==> config.mk <==
export PLATFORM = sky130hd
export DESIGN_NAME = abbt_lane
export DESIGN_NICKNAME = d
export VERILOG_FILES = /design/src/hw/rtl/abbt_pkg.sv /design/src/hw/rtl/abbt_lane.sv
export SDC_FILE = /design/constraint.sdc
export NUM_CORES = 1
export LEC_CHECK = 0
export BUFFER_PORTS_ARGS = -buffer_cell sky130_fd_sc_hd__buf_2
export CORE_AREA = 2 2 298 300
export DETAILED_ROUTE_END_ITERATION = 7
export DIE_AREA = 0 0 300 302
export PLACE_DENSITY_LB_ADDON = 0.08
export SLEW_MARGIN = 20
export SYNTH_ARGS = -nofsm -noshare
export SYNTH_HDL_FRONTEND = slang
export SYNTH_SLANG_ARGS = --single-unit
==> constraint.sdc <==
create_clock -name clk -period 4.49 [get_ports clk]
set_clock_uncertainty 0.15 [all_clocks]
set_input_delay 0.898 -clock clk [delete_from_list [all_inputs] [get_ports clk]]
set_output_delay 0.898 -clock clk [all_outputs]
set_load 0.02 [all_outputs]
==> src/hw/rtl/abbt_pkg.sv <==
// abbt_pkg: item types, register indexes and pipeline constants for the
// affine bounding box transform. No dependencies.

package abbt_pkg;

    localparam int DATA_W      = 32;
    localparam int CFG_DATA_W  = 64;
    localparam int CFG_INDEX_W = 3;
    localparam int HALF_W      = 32;
    localparam int NUM_AXES    = 3;
    localparam int NUM_CORNERS = 8;
    localparam int NUM_STAGES  = 6;

    localparam logic [CFG_INDEX_W-1:0] REG_XROW_CX_CY    = 3'd0;
    localparam logic [CFG_INDEX_W-1:0] REG_XROW_CZ_SHIFT = 3'd1;
    localparam logic [CFG_INDEX_W-1:0] REG_YROW_CX_CY    = 3'd2;
    localparam logic [CFG_INDEX_W-1:0] REG_YROW_CZ_SHIFT = 3'd3;
    localparam logic [CFG_INDEX_W-1:0] REG_ZROW_CX_CY    = 3'd4;
    localparam logic [CFG_INDEX_W-1:0] REG_ZROW_CZ_SHIFT = 3'd5;

    typedef struct packed {
        logic signed [DATA_W-1:0] box_low_x;
        logic signed [DATA_W-1:0] box_low_y;
        logic signed [DATA_W-1:0] box_low_z;
        logic signed [DATA_W-1:0] box_high_x;
        logic signed [DATA_W-1:0] box_high_y;
        logic signed [DATA_W-1:0] box_high_z;
    } box_item_t;

    typedef struct packed {
        logic signed [DATA_W-1:0] out_low_x;
        logic signed [DATA_W-1:0] out_low_y;
        logic signed [DATA_W-1:0] out_low_z;
        logic signed [DATA_W-1:0] out_high_x;
        logic signed [DATA_W-1:0] out_high_y;
        logic signed [DATA_W-1:0] out_high_z;
    } result_item_t;

    // load enables, one per pipeline stage
    typedef struct packed {
        logic prod;
        logic sum;
        logic sat;
        logic lvl1;
        logic lvl2;
        logic lvl3;
    } stage_en_t;

endpackage

==> src/hw/rtl/abbt_lane.sv <==
// abbt_lane: one corner lane; sums the three products per output axis,
// floor-shifts, adds the row shift and saturates. Depends on abbt_pkg.

module abbt_lane #(
    parameter int COORD_WIDTH = 32,
    parameter int FRAC_BITS   = 16
) (
    input  logic                                clk,
    input  abbt_pkg::stage_en_t                 en,
    input  logic [2:0][2:0][2*COORD_WIDTH-1:0]  prod,
    input  logic [2:0][COORD_WIDTH-1:0]         shift,
    output logic [2:0][COORD_WIDTH-1:0]         sat_reg
);

    localparam int SW = 2 * COORD_WIDTH + 2;
    localparam int VW = 2 * COORD_WIDTH + 3;
    localparam logic signed [VW-1:0] SAT_HI =
        VW'($signed({1'b0, {(COORD_WIDTH-1){1'b1}}}));
    localparam logic signed [VW-1:0] SAT_LO =
        VW'($signed({1'b1, {(COORD_WIDTH-1){1'b0}}}));

    logic [2:0][SW-1:0]          sum_next;
    logic [2:0][SW-1:0]          sum_reg;
    logic [2:0][COORD_WIDTH-1:0] sat_next;
    logic signed [VW-1:0]        val [3];

    always_comb
    begin
        for (int r = 0; r < 3; r++)
        begin
            sum_next[r] = SW'($signed(prod[r][0])) + SW'($signed(prod[r][1]))
                        + SW'($signed(prod[r][2]));
        end
    end

    always_comb
    begin
        for (int r = 0; r < 3; r++)
        begin
            val[r] = (VW'($signed(sum_reg[r])) >>> FRAC_BITS) + VW'($signed(shift[r]));
            if (val[r] > SAT_HI)
            begin
                sat_next[r] = SAT_HI[COORD_WIDTH-1:0];
            end
            else if (val[r] < SAT_LO)
            begin
                sat_next[r] = SAT_LO[COORD_WIDTH-1:0];
            end
            else
            begin
                sat_next[r] = val[r][COORD_WIDTH-1:0];
            end
        end
    end

    always_ff @(posedge clk)
    begin
        if (en.sum)
        begin
            sum_reg <= sum_next;
        end
        if (en.sat)
        begin
            sat_reg <= sat_next;
        end
    end

endmodule

**Yosys cells after proc, flatten, opt, wreduce, memory -nomap -nowiden**

Index checks and enable logic that the tools add are counted.

- Register bits: 294
- Latch bits: 0
- Bits in writable memories: 0
- ROM bits: 0
- Input port bits: 679
- Word-level logic and storage cells: 24
- Memories kept: 0

- Add/sub/neg operators: 9
- Multiply operators: 0
- Div/mod/pow operators: 0
- Magnitude comparators: 6
- Equal/unequal tests: 0
- Shift operators: 0
- Muxes and demuxes: 3
- Bitwise gates (word level): 0
- Reduce and logical (&&, ||, !) cells: 0

Operator list:

| cell | count |
|---|---|
| adder 65 x 64 -> 66 bit | 3 |
| adder 64 x 64 -> 65 bit | 3 |
| adder 50 x 32 -> 51 bit | 3 |
| > comparator 51 x 32 -> 1 bit (second input constant) | 3 |
| < comparator 51 x 32 -> 1 bit (second input constant) | 3 |
| 2-to-1 mux 32 bit | 3 |

**Longest topological paths before layout**

- Depth after elaboration: 3
- Mapped depth: 15
- Depth with buffers taken out: 14

**Worst setup path before layout**

No wires, ideal clock.

- Path kind: input to register
- Start: input shift[0] (netlist name)
- End: register sat_reg[6] (netlist name), data pin
- Data arrival time: 4.208 ns
- Required time: 4.075 ns
- Slack: -0.133 ns
- Stages on the path: 15
- Buffers on the path: 1
- Cells stage by stage: ha_1 > inv_1 > fa_1 > nand2b_1 > a21oi_1 > o2111ai_1 > a311o_1 > a21o_1 > a2111oi_0 > o21ai_0 > a221oi_1 > nand4_1 > o41ai_2 > buf_4 > o31ai_1

- Cells in the longest elaborated chain, start to end: 3
- Elaborated cells between the ends (all ways): 4

Ends and longest elaborated chain:

| element | RTL line | text |
|---|---|---|
| from (decl) | abbt_lane.sv:11 | `input logic [2:0][COORD_WIDTH-1:0] shift,` |
| adder 50 x 32 -> 51 bit (*) | abbt_lane.sv:40 | `val[r] = (VW'($signed(sum_reg[r])) >>> FRAC_BITS) + VW'($signed(shift[r]));` |
| < comparator 51 x 32 -> 1 bit | abbt_lane.sv:45 | `else if (val[r] < SAT_LO)` |
| 2-to-1 mux 32 bit | abbt_lane.sv:45 |  |
| to (signal assigned) | abbt_lane.sv:64 | `sat_reg <= sat_next;` |
| to (decl) | abbt_lane.sv:12 | `output logic [2:0][COORD_WIDTH-1:0] sat_reg` |

Every way passes the cells marked *; elsewhere a longest branch is shown, timed or not.
A chain may end at the register's enable or synchronous reset.

**Final worst setup path**

- Start: input shift[8] (netlist name)
- End: register sat_reg[6] (netlist name), data pin

The elaborated chain is that of the path after synthesis.

==> summary.txt <==
Cells and area
  – Core Util, Final: 0.486
  – Number of flip-flops under the largest register name: 150
  – Most common cell after layout, fill and taps aside: sky130_fd_sc_hd__buf_2
  – Commonest cells after routing, fill and taps aside: sky130_fd_sc_hd__buf_2 (768), sky130_fd_sc_hd__buf_4 (736), sky130_fd_sc_hd__ha_1 (334), sky130_fd_sc_hd__a21oi_1 (326), sky130_fd_sc_hd__edfxtp_1 (246)
  – Fraction of layout cells with a size suffix above 1: 0.349
  – Number of nets at the end of the flow: 5,936
  – Cell area after layout: ~0.043 mm^2
  – Area growth, synth to finish: 39.6%

Routing
  – First-pass detailed-route iteration total: 5
  – Iter 0 DRT Violations: 1,593
  – Remaining DRCs: 0
  – Average wire per cell in the routed design: 19.4 um
  – DR vias/cell: 5.18
  – Aggregate routed wire length: around 110,000 um
  – Antenna violation net count after detailed routing: 0
  – Count of vias placed by the detailed router: 30,643

Pwr
  – Power density of the placed cells: roughly 460 mW/mm^2
  – Static leakage: 19.5 nW
  – Peak supply drop: just under 0.3 mV

Worst setup path
  – Critical path cell sequence: buf_2, ha_1, and4_1, and2_1, a211oi_1, buf_4, or3_4, a2111o_1, a41o_1, or4_1, nor4_2, a41oi_2, buf_12, o31ai_1
  – CP max-delay cell: sky130_fd_sc_hd__a2111o_1
  – R2R cell count: 13
  – Minimum setup slack among reg-to-reg paths: 0.15 ns
  – Crit Reg-Reg Startpoint: sum_reg[24]
  – Cell family with the largest share of critical-path delay: simple AND/OR/NAND/NOR gates
  – Max Fanout on Critical Path: 31
  – Critical Path Max Stage Delay: 0.50 ns
  – Class of the most critical setup path: in -> reg
  – Worst setup startpoint: shift[8]
  – Critical path required time: 4.75 ns
  – Buf+Inv Stages, Crit Path: 3
  – Capture instance of the worst register-to-register path: sat_reg[6]
  – Cell count along the critical path: 14
  – Worst path arrival time: 4.63 ns
  – Critical Path Start Type: input port
  – Critical Path Sink Type: flop

Placement
  – Routability-driven placement congestion ratio: between 0.9 and 1
  – Placed wire-length estimate: ~100,000 um
  – Number of buffer cells added on primary ports: 770
  – Area after detailed placement: 0.0412 mm^2

STA
  – Worst Max-Slew Pin Slew: 0.868 ns
  – Total count of hold-check failures in the final report: 0
  – Maximum achievable frequency: 0.229 GHz
  – Final count of pins violating max slew: 0
  – Final period utilization: 0.972
  – Worst slew margin relative to its limit: 0.414
  – Final worst path period need: 4.37 ns
  – Final setup violation count: 0
  – Worst Hold Slack: 0.540 ns
  – Setup tns final: 0 ns

GRT
  – Overall fraction of global-route tracks in use: 0.243
  – Largest net degree at the start of global routing: 56
  – Grt total ovfl: 0
  – Initial antenna violation count: 23
  – Vias in the first global route: 30,781
  – Global-route wire length before repair: 172,000 um

Clock tree
  – Number of buffers created by CTS: 31
  – Clock Path Buffers: 3
  – CTS clk-pin slew, worst paths: 0.06 ns
  – Clock latency at the later pin of the worst-skew pair: ~0.60 ns
  – CTS HTree Levels: 1
  – Cts hold-fix bufs: 0
  – CTS tree: built
  – Clock Sink Count: 246
  – Clock root buffer master: sky130_fd_sc_hd__clkbuf_16

Hold path
  – Startpoint of the tightest hold check path: sum_reg[82]
  – Cell count of the worst hold path: 3
  – Hold worst-path end: sat_reg[32]
  – Classification of the worst-slack hold path: reg -> reg

Synthesis
  – Synth area leader: sky130_fd_sc_hd__edfxtp_1
  – Yosys warnings: 0
  – Number of synthesized register bits: between 200 and 250
  – Number of flops mapped to enable cells by yosys: 246
  – Mapped Cells: roughly 3,300
  – Register area share after synthesis: 0.242
  – Count of unique library cells instantiated by Yosys: a little over 90
  – Portion of synthesized cell area occupied by the leading cell type: 0.242
  – Leading cell types by total area after synthesis: sky130_fd_sc_hd__edfxtp_1 (24%), sky130_fd_sc_hd__ha_1 (14%), sky130_fd_sc_hd__fa_1 (13%), sky130_fd_sc_hd__a21oi_1 (5.4%), sky130_fd_sc_hd__xnor2_1 (4.5%)
  – Cell area after synthesis: 0.0305 mm^2
  – Ys async rst share: 0
  – Syn nets: 4,504
  – Avg Cell Area, Syn: 9.27 um^2
  – Primary FF master, synth: sky130_fd_sc_hd__edfxtp_1

Run status
  – Status: finished clean

Floorplanning
  – Number of primary I/O pins: just under 800
  – Full die area: 0.0906 mm^2
  – Starting utilization of the core area: 0.348
  – Number of placement rows: 109
  – Die height: 302 um
  – Die width: 300 um
  – Core box area: 0.0876 mm^2

Flow run
  – Total of max-cap violations: 0
cell usage after synthesis, types with 10 or more instances:
| cell | n |
|---|---|
| sky130_fd_sc_hd__ha_1 | 342 |
| sky130_fd_sc_hd__a21oi_1 | 332 |
| sky130_fd_sc_hd__edfxtp_1 | 246 |
| sky130_fd_sc_hd__nand2_1 | 241 |
| sky130_fd_sc_hd__fa_1 | 192 |
| sky130_fd_sc_hd__o21ai_0 | 187 |
| sky130_fd_sc_hd__nor2_1 | 181 |
| sky130_fd_sc_hd__a21o_1 | 170 |
| sky130_fd_sc_hd__xnor2_1 | 155 |
| sky130_fd_sc_hd__inv_1 | 106 |
| sky130_fd_sc_hd__clkbuf_1 | 99 |
| sky130_fd_sc_hd__xor2_1 | 98 |
| sky130_fd_sc_hd__nand3_1 | 83 |
| sky130_fd_sc_hd__nand4_1 | 78 |
| sky130_fd_sc_hd__o21ai_1 | 78 |
| sky130_fd_sc_hd__o21bai_1 | 68 |
| sky130_fd_sc_hd__nor3_1 | 48 |
| sky130_fd_sc_hd__and3_1 | 43 |
| sky130_fd_sc_hd__nand2b_1 | 37 |
| sky130_fd_sc_hd__o21a_1 | 36 |
| sky130_fd_sc_hd__a211oi_1 | 33 |
| sky130_fd_sc_hd__a31oi_1 | 31 |
| sky130_fd_sc_hd__nor2b_1 | 30 |
| sky130_fd_sc_hd__and2_1 | 26 |
| sky130_fd_sc_hd__o211ai_1 | 25 |
| sky130_fd_sc_hd__or3_1 | 21 |
| sky130_fd_sc_hd__a21boi_0 | 16 |
| sky130_fd_sc_hd__a221oi_1 | 16 |
| sky130_fd_sc_hd__mux2i_1 | 16 |
| sky130_fd_sc_hd__nor4_1 | 16 |
| sky130_fd_sc_hd__o31ai_1 | 16 |
| sky130_fd_sc_hd__and4_1 | 13 |
| sky130_fd_sc_hd__o31a_1 | 13 |
| sky130_fd_sc_hd__buf_2 | 12 |
| sky130_fd_sc_hd__a2111oi_0 | 11 |
| sky130_fd_sc_hd__a221o_1 | 10 |
per-layer routing:
metal	GRT usage	routed length, um	part of all wire
met5	0	61	0.00053
met4	0.0698	3320	0.029
met3	0.0348	5910	0.052
met2	0.430	56100	0.49
met1	0.308	49100	0.43
per-stage QoR:
stage	worst slack, ns	power (mW)	instances
floorplan	-0.00246	11.1	3291
detailed placement	-0.971	16.8	5844
global placement	-0.985	16.8	5844
global route	-0.0402	21.0	5916
CTS	0.000903	19.4	5899
finish	0.125	19.5	5919
how the worst max path moves through the flow:
stage | to | slack, ns
floorplan | sat_reg[6] | -0.002
global placement | sum_reg[193] | -0.98
detailed placement | sum_reg[197] | -0.97
CTS | sat_reg[67] | 0.0009
global route | sat_reg[21] | -0.04
finish | sat_reg[6] | 0.12
area by class of cell:
type                    count  area (um^2)
multi-input cells        2822        22700
clock buffers              37          798
inverters                 106          398
repair buffers           1516         9600
well taps                1165         1460
fillers                  8654        45000
diodes                      9         22.5
flip-flops and latches    246         7390
clock inverters            18          188
power by group:
| group | switching, mW | internal, mW |
|---|---|---|
| clock network | 1.01 | 1.48 |
| logic | 7.04 | 6.14 |
| registers | 0.282 | 3.54 |
logic make-up after synthesis:
| kind of cell | after synthesis | share of synthesized area |
|---|---|---|
| mux | 18 | 0.00599 |
| fa+ha+maj | 534 | 0.266 |
| flops | 246 | 0.242 |
| simple gates | 857 | 0.139 |
| buf+inv | 223 | 0.0286 |
| compound gates | 1160 | 0.245 |
| xor+xnor | 253 | 0.0727 |
worst reg2reg max path, cell delays in order (launching register included):
cell and delay [ns]:
sky130_fd_sc_hd__edfxtp_1 0.37, sky130_fd_sc_hd__ha_1 0.37, sky130_fd_sc_hd__and4_1 0.25, sky130_fd_sc_hd__and2_1 0.16, sky130_fd_sc_hd__a211oi_1 0.08, sky130_fd_sc_hd__buf_4 0.15
sky130_fd_sc_hd__or3_4 0.38, sky130_fd_sc_hd__a2111o_1 0.50, sky130_fd_sc_hd__a41o_1 0.30, sky130_fd_sc_hd__or4_1 0.49, sky130_fd_sc_hd__nor4_2 0.32, sky130_fd_sc_hd__a41oi_2 0.18
sky130_fd_sc_hd__buf_12 0.21, sky130_fd_sc_hd__o31ai_1 0.27
what timing repair did:
| action | 4_1_cts | 5_1_grt |
|---|---|---|
| endpoints found under the hold margin | 0 | 0 |
| gates resized for setup | 6 | 46 |
| setup endpoints to repair | 15 | 117 |
| pin swaps | 3 | 16 |
| buffers inserted | 0 | 9 |
| gates cloned | 0 | 2 |
(Power assumes the default switching activity.)
